`src/rtl/simon_block_encrypt_defines.svh`:
```
// ----------------------------------------------------------------------------
// Simon block encrypt assertion macros
// Concurrent assertion helpers, compiled out with NO_ASSERTIONS.
// ----------------------------------------------------------------------------
`ifndef SIMON_BLOCK_ENCRYPT_DEFINES_SVH
`define SIMON_BLOCK_ENCRYPT_DEFINES_SVH

`ifndef NO_ASSERTIONS

`define SBE_ASSERT_IMP(lbl, clk, rst, ante, cons) \
   lbl: assert property (@(posedge clk) disable iff (rst) (ante) |-> (cons)) \
      else $error("sbe: implication check failed");

`define SBE_ASSERT_NEXT(lbl, clk, rst, ante, cons) \
   lbl: assert property (@(posedge clk) disable iff (rst) (ante) |=> (cons)) \
      else $error("sbe: next-cycle check failed");

`else

`define SBE_ASSERT_IMP(lbl, clk, rst, ante, cons)

`define SBE_ASSERT_NEXT(lbl, clk, rst, ante, cons)

`endif

`endif

```
`src/rtl/sbe_pkg.sv`:
```
// ----------------------------------------------------------------------------
// Simon block encrypt package
// Widths, register codes, z sequences and helper functions.
// ----------------------------------------------------------------------------
`default_nettype none

package sbe_pkg;

   localparam int DATA_BITS   = 32;
   localparam int WORD_BITS   = 32;
   localparam int MAX_ROUNDS  = 72;
   localparam int ZSEQ_LENGTH = 62;
   localparam int ZSEQ_COUNT  = 5;
   localparam int KEY_WORDS   = 4;

   localparam int ZPOS_BITS  = $clog2(ZSEQ_LENGTH);
   localparam int ROUND_BITS = 7;
   localparam int MCNT_BITS  = 3;
   localparam int ZSEL_BITS  = 3;
   localparam int KIDX_BITS  = $clog2(KEY_WORDS);
   localparam int CSR_BITS   = 3;

   typedef logic [WORD_BITS-1:0]  word_type;
   typedef logic [DATA_BITS-1:0]  data_type;
   typedef logic [ROUND_BITS-1:0] round_type;
   typedef logic [MCNT_BITS-1:0]  mcnt_type;
   typedef logic [ZSEL_BITS-1:0]  zsel_type;
   typedef logic [ZPOS_BITS-1:0]  zpos_type;
   typedef logic [KIDX_BITS-1:0]  kidx_type;

   typedef enum logic [CSR_BITS-1:0] {
      CSR_KEY0   = 3'd0,
      CSR_KEY1   = 3'd1,
      CSR_KEY2   = 3'd2,
      CSR_KEY3   = 3'd3,
      CSR_MCOUNT = 3'd4,
      CSR_ZSEL   = 3'd5,
      CSR_ROUNDS = 3'd6
   } csr_index_type;

   typedef enum logic [1:0] {
      ST_IDLE,
      ST_RUN,
      ST_DONE
   } sbe_state_type;

   typedef struct packed {
      logic load;
      logic step;
   } sbe_cmd_type;

   localparam mcnt_type  MCOUNT_MIN   = MCNT_BITS'(2);
   localparam mcnt_type  MCOUNT_MAX   = MCNT_BITS'(4);
   localparam zsel_type  ZSEL_MAX     = ZSEL_BITS'(ZSEQ_COUNT - 1);
   localparam round_type ROUNDS_MAX   = ROUND_BITS'(MAX_ROUNDS);
   localparam mcnt_type  MCOUNT_RESET = MCNT_BITS'(4);
   localparam zsel_type  ZSEL_RESET   = ZSEL_BITS'(3);
   localparam round_type ROUNDS_RESET = ROUND_BITS'(44);
   localparam word_type  KEY_CONST    = WORD_BITS'(3);
   localparam zpos_type  ZPOS_LAST    = ZPOS_BITS'(ZSEQ_LENGTH - 1);

   // first sequence element stands at the MSB
   localparam logic [ZSEQ_LENGTH-1:0] Z_SEQ [ZSEQ_COUNT] = '{
      62'b1111101000100101011000011100110_1111101000100101011000011100110,
      62'b1000111011111001001100001011010_1000111011111001001100001011010,
      62'b1010111101110000001101001001100_0101000010001111110010110110011,
      62'b1101101110101100011001011110000_0010010001010011100110100001111,
      62'b1101000111100110101101100010000_0010111000011001010010011101111
   };

   function automatic word_type rotl(word_type v, int unsigned s);
      return (v << s) | (v >> (WORD_BITS - s));
   endfunction

   function automatic word_type rotr(word_type v, int unsigned s);
      return (v >> s) | (v << (WORD_BITS - s));
   endfunction

   function automatic logic zbit(zsel_type sel, zpos_type pos);
      return Z_SEQ[sel][ZPOS_LAST - pos];
   endfunction

   function automatic mcnt_type clamp_mcount(mcnt_type m);
      mcnt_type r;
      r = m;
      if (m < MCOUNT_MIN) r = MCOUNT_MIN;
      if (m > MCOUNT_MAX) r = MCOUNT_MAX;
      return r;
   endfunction

   function automatic zsel_type clamp_zsel(zsel_type z);
      return (z > ZSEL_MAX) ? ZSEL_MAX : z;
   endfunction

   function automatic round_type clamp_rounds(round_type n);
      return (n > ROUNDS_MAX) ? ROUNDS_MAX : n;
   endfunction

endpackage

`default_nettype wire

```
`src/rtl/sbe_datapath.sv`:
```
// ----------------------------------------------------------------------------
// Simon block encrypt datapath
// Round register pair, key window with on-the-fly expansion, z position.
// ----------------------------------------------------------------------------
`default_nettype none

module sbe_datapath
   import sbe_pkg::*;
(
   input  wire logic        clock,
   input  wire sbe_cmd_type cmd,
   input  wire data_type    plain_x,
   input  wire data_type    plain_y,
   input  wire data_type    master_key [KEY_WORDS],
   input  wire mcnt_type    mcount,
   input  wire zsel_type    zsel,
   output data_type         cipher_x,
   output data_type         cipher_y
);

   word_type x_ff, x_in;
   word_type y_ff, y_in;
   word_type key_ff [KEY_WORDS];
   word_type key_in [KEY_WORDS];
   zpos_type zpos_ff, zpos_in;

   kidx_type last_idx;
   word_type tmix;
   word_type new_key;

   always_comb begin
      last_idx = KIDX_BITS'(mcount - MCNT_BITS'(1));
      tmix = rotr(key_ff[last_idx], 3);
      if (mcount == MCOUNT_MAX) begin
         tmix = tmix ^ key_ff[1];
      end
      tmix = tmix ^ rotr(tmix, 1);
      new_key = ~key_ff[0] ^ tmix ^ WORD_BITS'(zbit(zsel, zpos_ff)) ^ KEY_CONST;
   end

   always_comb begin
      x_in    = x_ff;
      y_in    = y_ff;
      zpos_in = zpos_ff;
      for (int j = 0; j < KEY_WORDS; j++) begin
         key_in[j] = key_ff[j];
      end
      if (cmd.load) begin
         x_in    = plain_x[WORD_BITS-1:0];
         y_in    = plain_y[WORD_BITS-1:0];
         zpos_in = '0;
         for (int j = 0; j < KEY_WORDS; j++) begin
            key_in[j] = master_key[j][WORD_BITS-1:0];
         end
      end else if (cmd.step) begin
         x_in    = y_ff ^ (rotl(x_ff, 1) & rotl(x_ff, 8)) ^ rotl(x_ff, 2) ^ key_ff[0];
         y_in    = x_ff;
         zpos_in = (zpos_ff == ZPOS_LAST) ? '0 : zpos_ff + ZPOS_BITS'(1);
         for (int j = 0; j < KEY_WORDS - 1; j++) begin
            key_in[j] = (KIDX_BITS'(j) == last_idx) ? new_key : key_ff[j+1];
         end
         key_in[KEY_WORDS-1] = new_key;
      end
   end

   always_ff @(posedge clock) begin
      x_ff    <= x_in;
      y_ff    <= y_in;
      zpos_ff <= zpos_in;
      for (int j = 0; j < KEY_WORDS; j++) begin
         key_ff[j] <= key_in[j];
      end
   end

   assign cipher_x = DATA_BITS'(x_ff);
   assign cipher_y = DATA_BITS'(y_ff);

endmodule

`default_nettype wire

```
`src/rtl/sbe_ctrl.sv`:
```
// ----------------------------------------------------------------------------
// Simon block encrypt controller
// Sequences load, one round per cycle, and the result strobe.
// ----------------------------------------------------------------------------
`default_nettype none

`include "simon_block_encrypt_defines.svh"

module sbe_ctrl
   import sbe_pkg::*;
(
   input  wire logic      clock,
   input  wire logic      reset,
   input  wire logic      start,
   input  wire round_type rounds,
   output logic           busy,
   output logic           rsp_valid,
   output sbe_cmd_type    cmd
);

   sbe_state_type state_ff, state_in;
   round_type     round_ff, round_in;
   logic          accept;
   logic          last_round;

   assign accept     = start && !busy;
   assign last_round = (round_ff == rounds - ROUND_BITS'(1));

   always_comb begin
      state_in = state_ff;
      case (state_ff)
         ST_IDLE, ST_DONE: begin
            if (start) begin
               state_in = (rounds == '0) ? ST_DONE : ST_RUN;
            end else begin
               state_in = ST_IDLE;
            end
         end
         ST_RUN: begin
            if (last_round) begin
               state_in = ST_DONE;
            end
         end
         default: state_in = ST_IDLE;
      endcase
   end

   always_comb begin
      busy      = (state_ff == ST_RUN);
      rsp_valid = (state_ff == ST_DONE);
      cmd.load  = start && (state_ff != ST_RUN);
      cmd.step  = (state_ff == ST_RUN);
   end

   always_comb begin
      round_in = round_ff;
      if (cmd.load) begin
         round_in = '0;
      end else if (cmd.step) begin
         round_in = round_ff + ROUND_BITS'(1);
      end
   end

   always_ff @(posedge clock) begin
      if (reset) begin
         state_ff <= ST_IDLE;
         round_ff <= '0;
      end else begin
         state_ff <= state_in;
         round_ff <= round_in;
      end
   end

   `SBE_ASSERT_IMP(a_no_load_while_step, clock, reset, cmd.step, !cmd.load)
   `SBE_ASSERT_IMP(a_step_in_range, clock, reset, cmd.step, round_ff < rounds)
   `SBE_ASSERT_NEXT(a_accept_progress, clock, reset, accept, busy || rsp_valid)
   `SBE_ASSERT_IMP(a_strobe_not_busy, clock, reset, rsp_valid, !busy)

endmodule

`default_nettype wire

```
`src/rtl/simon_block_encrypt.sv`:
```
// ----------------------------------------------------------------------------
// Simon block encrypt
// Simon encryption with on-the-fly key schedule and a plain CSR write port.
// ----------------------------------------------------------------------------
// A block is taken when start is high and busy is low. The round unit does one
// round per cycle while the key window expands the next round key beside it,
// so the result strobes on rsp_valid for exactly one cycle once the last round
// is registered (at most 72 rounds; none when rounds is zero). The
// receiver cannot stall: take the words while rsp_valid is high. A new block
// may be started during the strobe cycle. Write CSRs only while idle.
// ----------------------------------------------------------------------------
`default_nettype none

module simon_block_encrypt
   import sbe_pkg::*;
(
   input  wire logic                clock,
   input  wire logic                reset,
   input  wire logic                start,
   output logic                     busy,
   input  wire data_type            req_plain_x,
   input  wire data_type            req_plain_y,
   output logic                     rsp_valid,
   output data_type                 rsp_cipher_x,
   output data_type                 rsp_cipher_y,
   input  wire logic                csr_write,
   input  wire logic [CSR_BITS-1:0] csr_index,
   input  wire data_type            csr_wdata
);

   data_type    key_ff [KEY_WORDS];
   mcnt_type    mcount_ff;
   zsel_type    zsel_ff;
   round_type   rounds_ff;
   sbe_cmd_type cmd;

   always_ff @(posedge clock) begin
      if (reset) begin
         for (int j = 0; j < KEY_WORDS; j++) begin
            key_ff[j] <= '0;
         end
         mcount_ff <= MCOUNT_RESET;
         zsel_ff   <= ZSEL_RESET;
         rounds_ff <= ROUNDS_RESET;
      end else if (csr_write) begin
         case (csr_index)
            CSR_KEY0:   key_ff[0] <= csr_wdata;
            CSR_KEY1:   key_ff[1] <= csr_wdata;
            CSR_KEY2:   key_ff[2] <= csr_wdata;
            CSR_KEY3:   key_ff[3] <= csr_wdata;
            CSR_MCOUNT: mcount_ff <= csr_wdata[MCNT_BITS-1:0];
            CSR_ZSEL:   zsel_ff   <= csr_wdata[ZSEL_BITS-1:0];
            CSR_ROUNDS: rounds_ff <= csr_wdata[ROUND_BITS-1:0];
            default: ;
         endcase
      end
   end

   sbe_ctrl u_ctrl (
      .clock     (clock),
      .reset     (reset),
      .start     (start),
      .rounds    (clamp_rounds(rounds_ff)),
      .busy      (busy),
      .rsp_valid (rsp_valid),
      .cmd       (cmd)
   );

   sbe_datapath u_datapath (
      .clock      (clock),
      .cmd        (cmd),
      .plain_x    (req_plain_x),
      .plain_y    (req_plain_y),
      .master_key (key_ff),
      .mcount     (clamp_mcount(mcount_ff)),
      .zsel       (clamp_zsel(zsel_ff)),
      .cipher_x   (rsp_cipher_x),
      .cipher_y   (rsp_cipher_y)
   );

endmodule

`default_nettype wire
```
`config.mk`:
```
export PLATFORM = sky130hd
export DESIGN_NAME = simon_block_encrypt
export DESIGN_NICKNAME = d
export VERILOG_FILES = /design/src/rtl/sbe_pkg.sv /design/src/rtl/sbe_datapath.sv /design/src/rtl/sbe_ctrl.sv /design/src/rtl/simon_block_encrypt.sv
export VERILOG_INCLUDE_DIRS = /design/src /design/src/rtl
export SDC_FILE = /design/constraint.sdc
export NUM_CORES = 1
export LEC_CHECK = 0
export BUFFER_PORTS_ARGS = -buffer_cell sky130_fd_sc_hd__buf_4
export CORE_ASPECT_RATIO = 2
export CORE_MARGIN = 3
export CORE_UTILIZATION = 57
export CTS_CLUSTER_DIAMETER = 150
export CTS_CLUSTER_SIZE = 24
export DETAILED_ROUTE_END_ITERATION = 10
export PLACE_DENSITY = 0.77
export SYNTH_ARGS = -nofsm -noshare
export SYNTH_HDL_FRONTEND = slang
export SYNTH_HIERARCHICAL = 1
export SYNTH_SLANG_ARGS = --single-unit
```
`constraint.sdc`:
```
create_clock -name clock -period 6.58 [get_ports clock]
set_input_delay 0.658 -clock clock [delete_from_list [all_inputs] [get_ports clock]]
set_output_delay 0.658 -clock clock [all_outputs]
set_load 0.02 [all_outputs]
```
==> flow_summary.ini <==
[outcome]
status = complete, no violations

[drt]
routed_wl_mm = 46.4
viasPerCell = 5.76
drc = 0
first_iter_violations = 784
wire_per_inst_um = 20.7
vias = 12892
postRouteAntennaNets = 0
drtPass1Iterations = 5

[logic_synthesis]
netlist_area_um2 = 19300
synth_top_cell_by_area = edfxtp_1
ys_seq_area_share_pct = 46.1
ys_warn_count = 6
ys_ff_latch = 348
synth.area.top_cells = edfxtp_1, dfxtp_1, mux2i_1
synth_top_area_share_pct = 29.9
syn-num-nets = 1819
syn_area_per_cell_um2 = 11.3
synth_top_flop_cell = edfxtp_1
syn-instance-count = 1706
synth-async-reset-ratio_pct = 0
synth_cell_type_count = 75
synth-edff-count = 192

[cts]
htreeDepth = 1
worst_skew_pair.late_latency_ps = 540
cts_tree = done
clock-sinks = 348
path_clk_slew_ps = 100
postCtsHoldBufs = 0
cts_buffers = 18
ctsResizeCount = 0
cts_buffer_depth = 3
cts_setup_buffers = 0
cts-root-buf = clkbuf_16

[final_layout]
syn2layout_area_growth_pct = 9.82
final_core_utilization_pct = 63.9
drive_gt1_share_pct = 19.4
nNetsFinal = 1907
fill_cells = 2684
diodes = 0

[critical_path]
path_max_fanout = 35
crit_path_start_kind = register
cp_data_required_time_ps = 6820
worstReg2RegEnd = u_datapath/key_ff[0][1]
rr_worst_depth = 12
path_class = reg -> reg
r2r_start = mcount_ff[2]
regToRegSetupSlack_ps = 2350
end_kind = register
crit_arrival_ps = 4460

[place]
gp_congestion = 0.883
io_buffers = 168
hpwl_mm = 31.7

[sta]
max_freq_ghz = 0.237
slew_headroom_pct = 25.8
finalHoldViolations = 0
setup_viol = 0
post-route-period-util_pct = 64.2
maxSlewViolCount = 0
finClkSkew_ps = 26.5
period_minus_slack_ps = 4230
timing.setup.tns_ps = 0
worst_slew_pin_slew_ps = 1110
grt_setup_unrepaired = false

[min_path]
min_from = req_plain_y[15]
min_delay_path_depth = 2
min-delay-path-class = in -> reg
worstHoldEndpoint = u_datapath/cipher_y[15]

[floorplanning]
coreArea_um2 = 33200
initial_core_util_pct = 58.2
die_h_um = 266
io_pins = 169
die_w_um = 136
die_area_um2 = 36200
std_cell_rows = 94

[global_route]
grt_pass1_vias = 13076
grt.busiest_layer = met2
globalRouteMet1Util_pct = 29.9
globalRouteOverflowTotal = 0
antenna_found_initial = 0
grtUsageTotal_pct = 25.1
grt_max_degree = 232
grt_pass1_wl_mm = 72.3
use_met3_pct = 2.44
use_met2_pct = 46.8

[job]
max-cap-violations = 0

[power_and_ir_drop]
powerDensity_nw_per_um2 = 393
ir_worst_vdd_v = 0.000251
power.leakage_nw = 7.76
final cells by class:
type | instances | area (µm²) | share of cell area [%]
clock inverters | 1 | 16.3 | 0.0768
multi-input cells | 1232 | 9780 | 46.2
flip-flops and latches | 348 | 8890 | 42.0
well taps | 432 | 541 | 2.55
clock buffers | 31 | 520 | 2.46
inverters | 11 | 41.3 | 0.195
repair buffers | 183 | 1400 | 6.60
logic make-up after synthesis:
group / Yosys count / synth area share, %
AO/OA/AOI/OAI: 159 / 4.77
adder cells (fa/ha/maj): 10 / 0.649
AND/OR/NAND/NOR: 456 / 12.4
flip-flops: 348 / 46.1
buffers and inverters: 126 / 3.44
multiplexers: 363 / 21.5
XOR/XNOR: 244 / 11.1
worst max-delay path: stages (launching register included):
cell     delay (ps)
dfxtp_1         340
inv_1           120
and3_2          190
buf_4           560
inv_1           150
ha_1           1020
buf_4           380
mux4_2          380
xnor2_1         170
xnor2_1         300
nand2_1          90
o21ai_0         100
o21ai_0         100
synth_stat cells (all sizes together) (2+ instances only):
| cell type | number |
|---|---|
| nor2b | 14 |
| a21oi | 14 |
| a31oi | 3 |
| nand4b | 5 |
| nand2 | 147 |
| mux2i | 236 |
| nor3b | 4 |
| o221ai | 2 |
| a2111o | 2 |
| a22oi | 2 |
| xnor2 | 231 |
| buf | 51 |
| inv | 11 |
| and4b | 3 |
| mux2 | 95 |
| nor2 | 63 |
| or2 | 5 |
| clkbuf | 64 |
| nand4 | 2 |
| o2111ai | 3 |
| dfxtp | 156 |
| mux4 | 32 |
| nor3 | 10 |
| nand2b | 174 |
| nand4bb | 3 |
| and2 | 4 |
| and3 | 3 |
| xor2 | 13 |
| o22ai | 2 |
| o31ai | 2 |
| ha | 10 |
| or2b | 3 |
| edfxtp | 192 |
| nand3 | 6 |
| a221o | 3 |
| o21ai | 110 |
| nand3b | 3 |
state kept, by name (all words and copies together), names as in the netlist:
register and flops:
key_ff 128, u_ctrl/round_ff 7, zsel_ff 3, mcount_ff 3, u_datapath/cipher_x 32, u_datapath/key_ff 128
u_datapath/zpos_ff 6, rounds_ff 7, u_datapath/cipher_y 32, u_ctrl/state_ff 2
per-layer routing:
layer | up-vias | share of wire (%)
met3 | 78 | 4.6
met5 | - | 0
li1 | 6114 | -
met1 | 6339 | 39
met2 | 361 | 54
met4 | 0 | 3.1
through the flow:
stage	total power (W)	instance area [µm²]	hold WS, ps	worst slack (ps)	instances
after detailed placement	0.00710	20600	463	2310	2206
after global placement	0.00696	20600	458	2520	2206
final	0.00832	21200	418	2350	2238
after global routing	0.00875	21200	406	2060	2238
after CTS	0.00835	21200	399	2330	2238
after floorplan	0.00609	19300	445	2240	1706
cells in the final DEF (no fill, tap or decap), types with 4 or more instances in the layout:
| cell type | synthesis | layout |
|---|---|---|
| mux2_2 | 93 | 93 |
| ha_1 | 10 | 7 |
| edfxtp_1 | 192 | 192 |
| nor2b_1 | 12 | 10 |
| nor3_1 | 9 | 9 |
| inv_1 | 10 | 10 |
| clkbuf_16 | 0 | 19 |
| clkbuf_1 | 60 | 12 |
| mux2i_1 | 236 | 236 |
| a21oi_1 | 14 | 14 |
| buf_4 | 8 | 181 |
| o21ai_0 | 69 | 69 |
| o21ai_1 | 41 | 41 |
| and2_1 | 4 | 4 |
| xor2_1 | 12 | 12 |
| nand2_1 | 147 | 147 |
| nor2_1 | 63 | 63 |
| mux4_2 | 32 | 32 |
| nand4b_1 | 5 | 5 |
| nand2b_1 | 174 | 174 |
| nor3b_1 | 4 | 4 |
| nand3_1 | 6 | 6 |
| xnor2_1 | 231 | 231 |
| dfxtp_1 | 156 | 156 |
how the worst max path moves through the flow:
stage | start | to | slack, ps | cells after the start
after CTS | mcount_ff[2] | u_datapath/key_ff[2][1] | 2330 | 12
after detailed placement | mcount_ff[2] | u_datapath/key_ff[2][1] | 2310 | 12
final | mcount_ff[2] | u_datapath/key_ff[0][1] | 2350 | 12
after floorplan | start | u_datapath/cipher_x[0] | 2240 | 6
after global routing | mcount_ff[2] | u_datapath/key_ff[2][1] | 2060 | 12
after global placement | mcount_ff[2] | u_datapath/key_ff[0][1] | 2520 | 12
report_power, final:
group	leakage, nW	switching [W]	internal, W
Combinational	4.30	0.00171	0.00179
Sequential	3.20	0.000584	0.00298
Clock	0.255	0.000701	0.000551
Note: power is estimated with default switching activity, not from simulation.
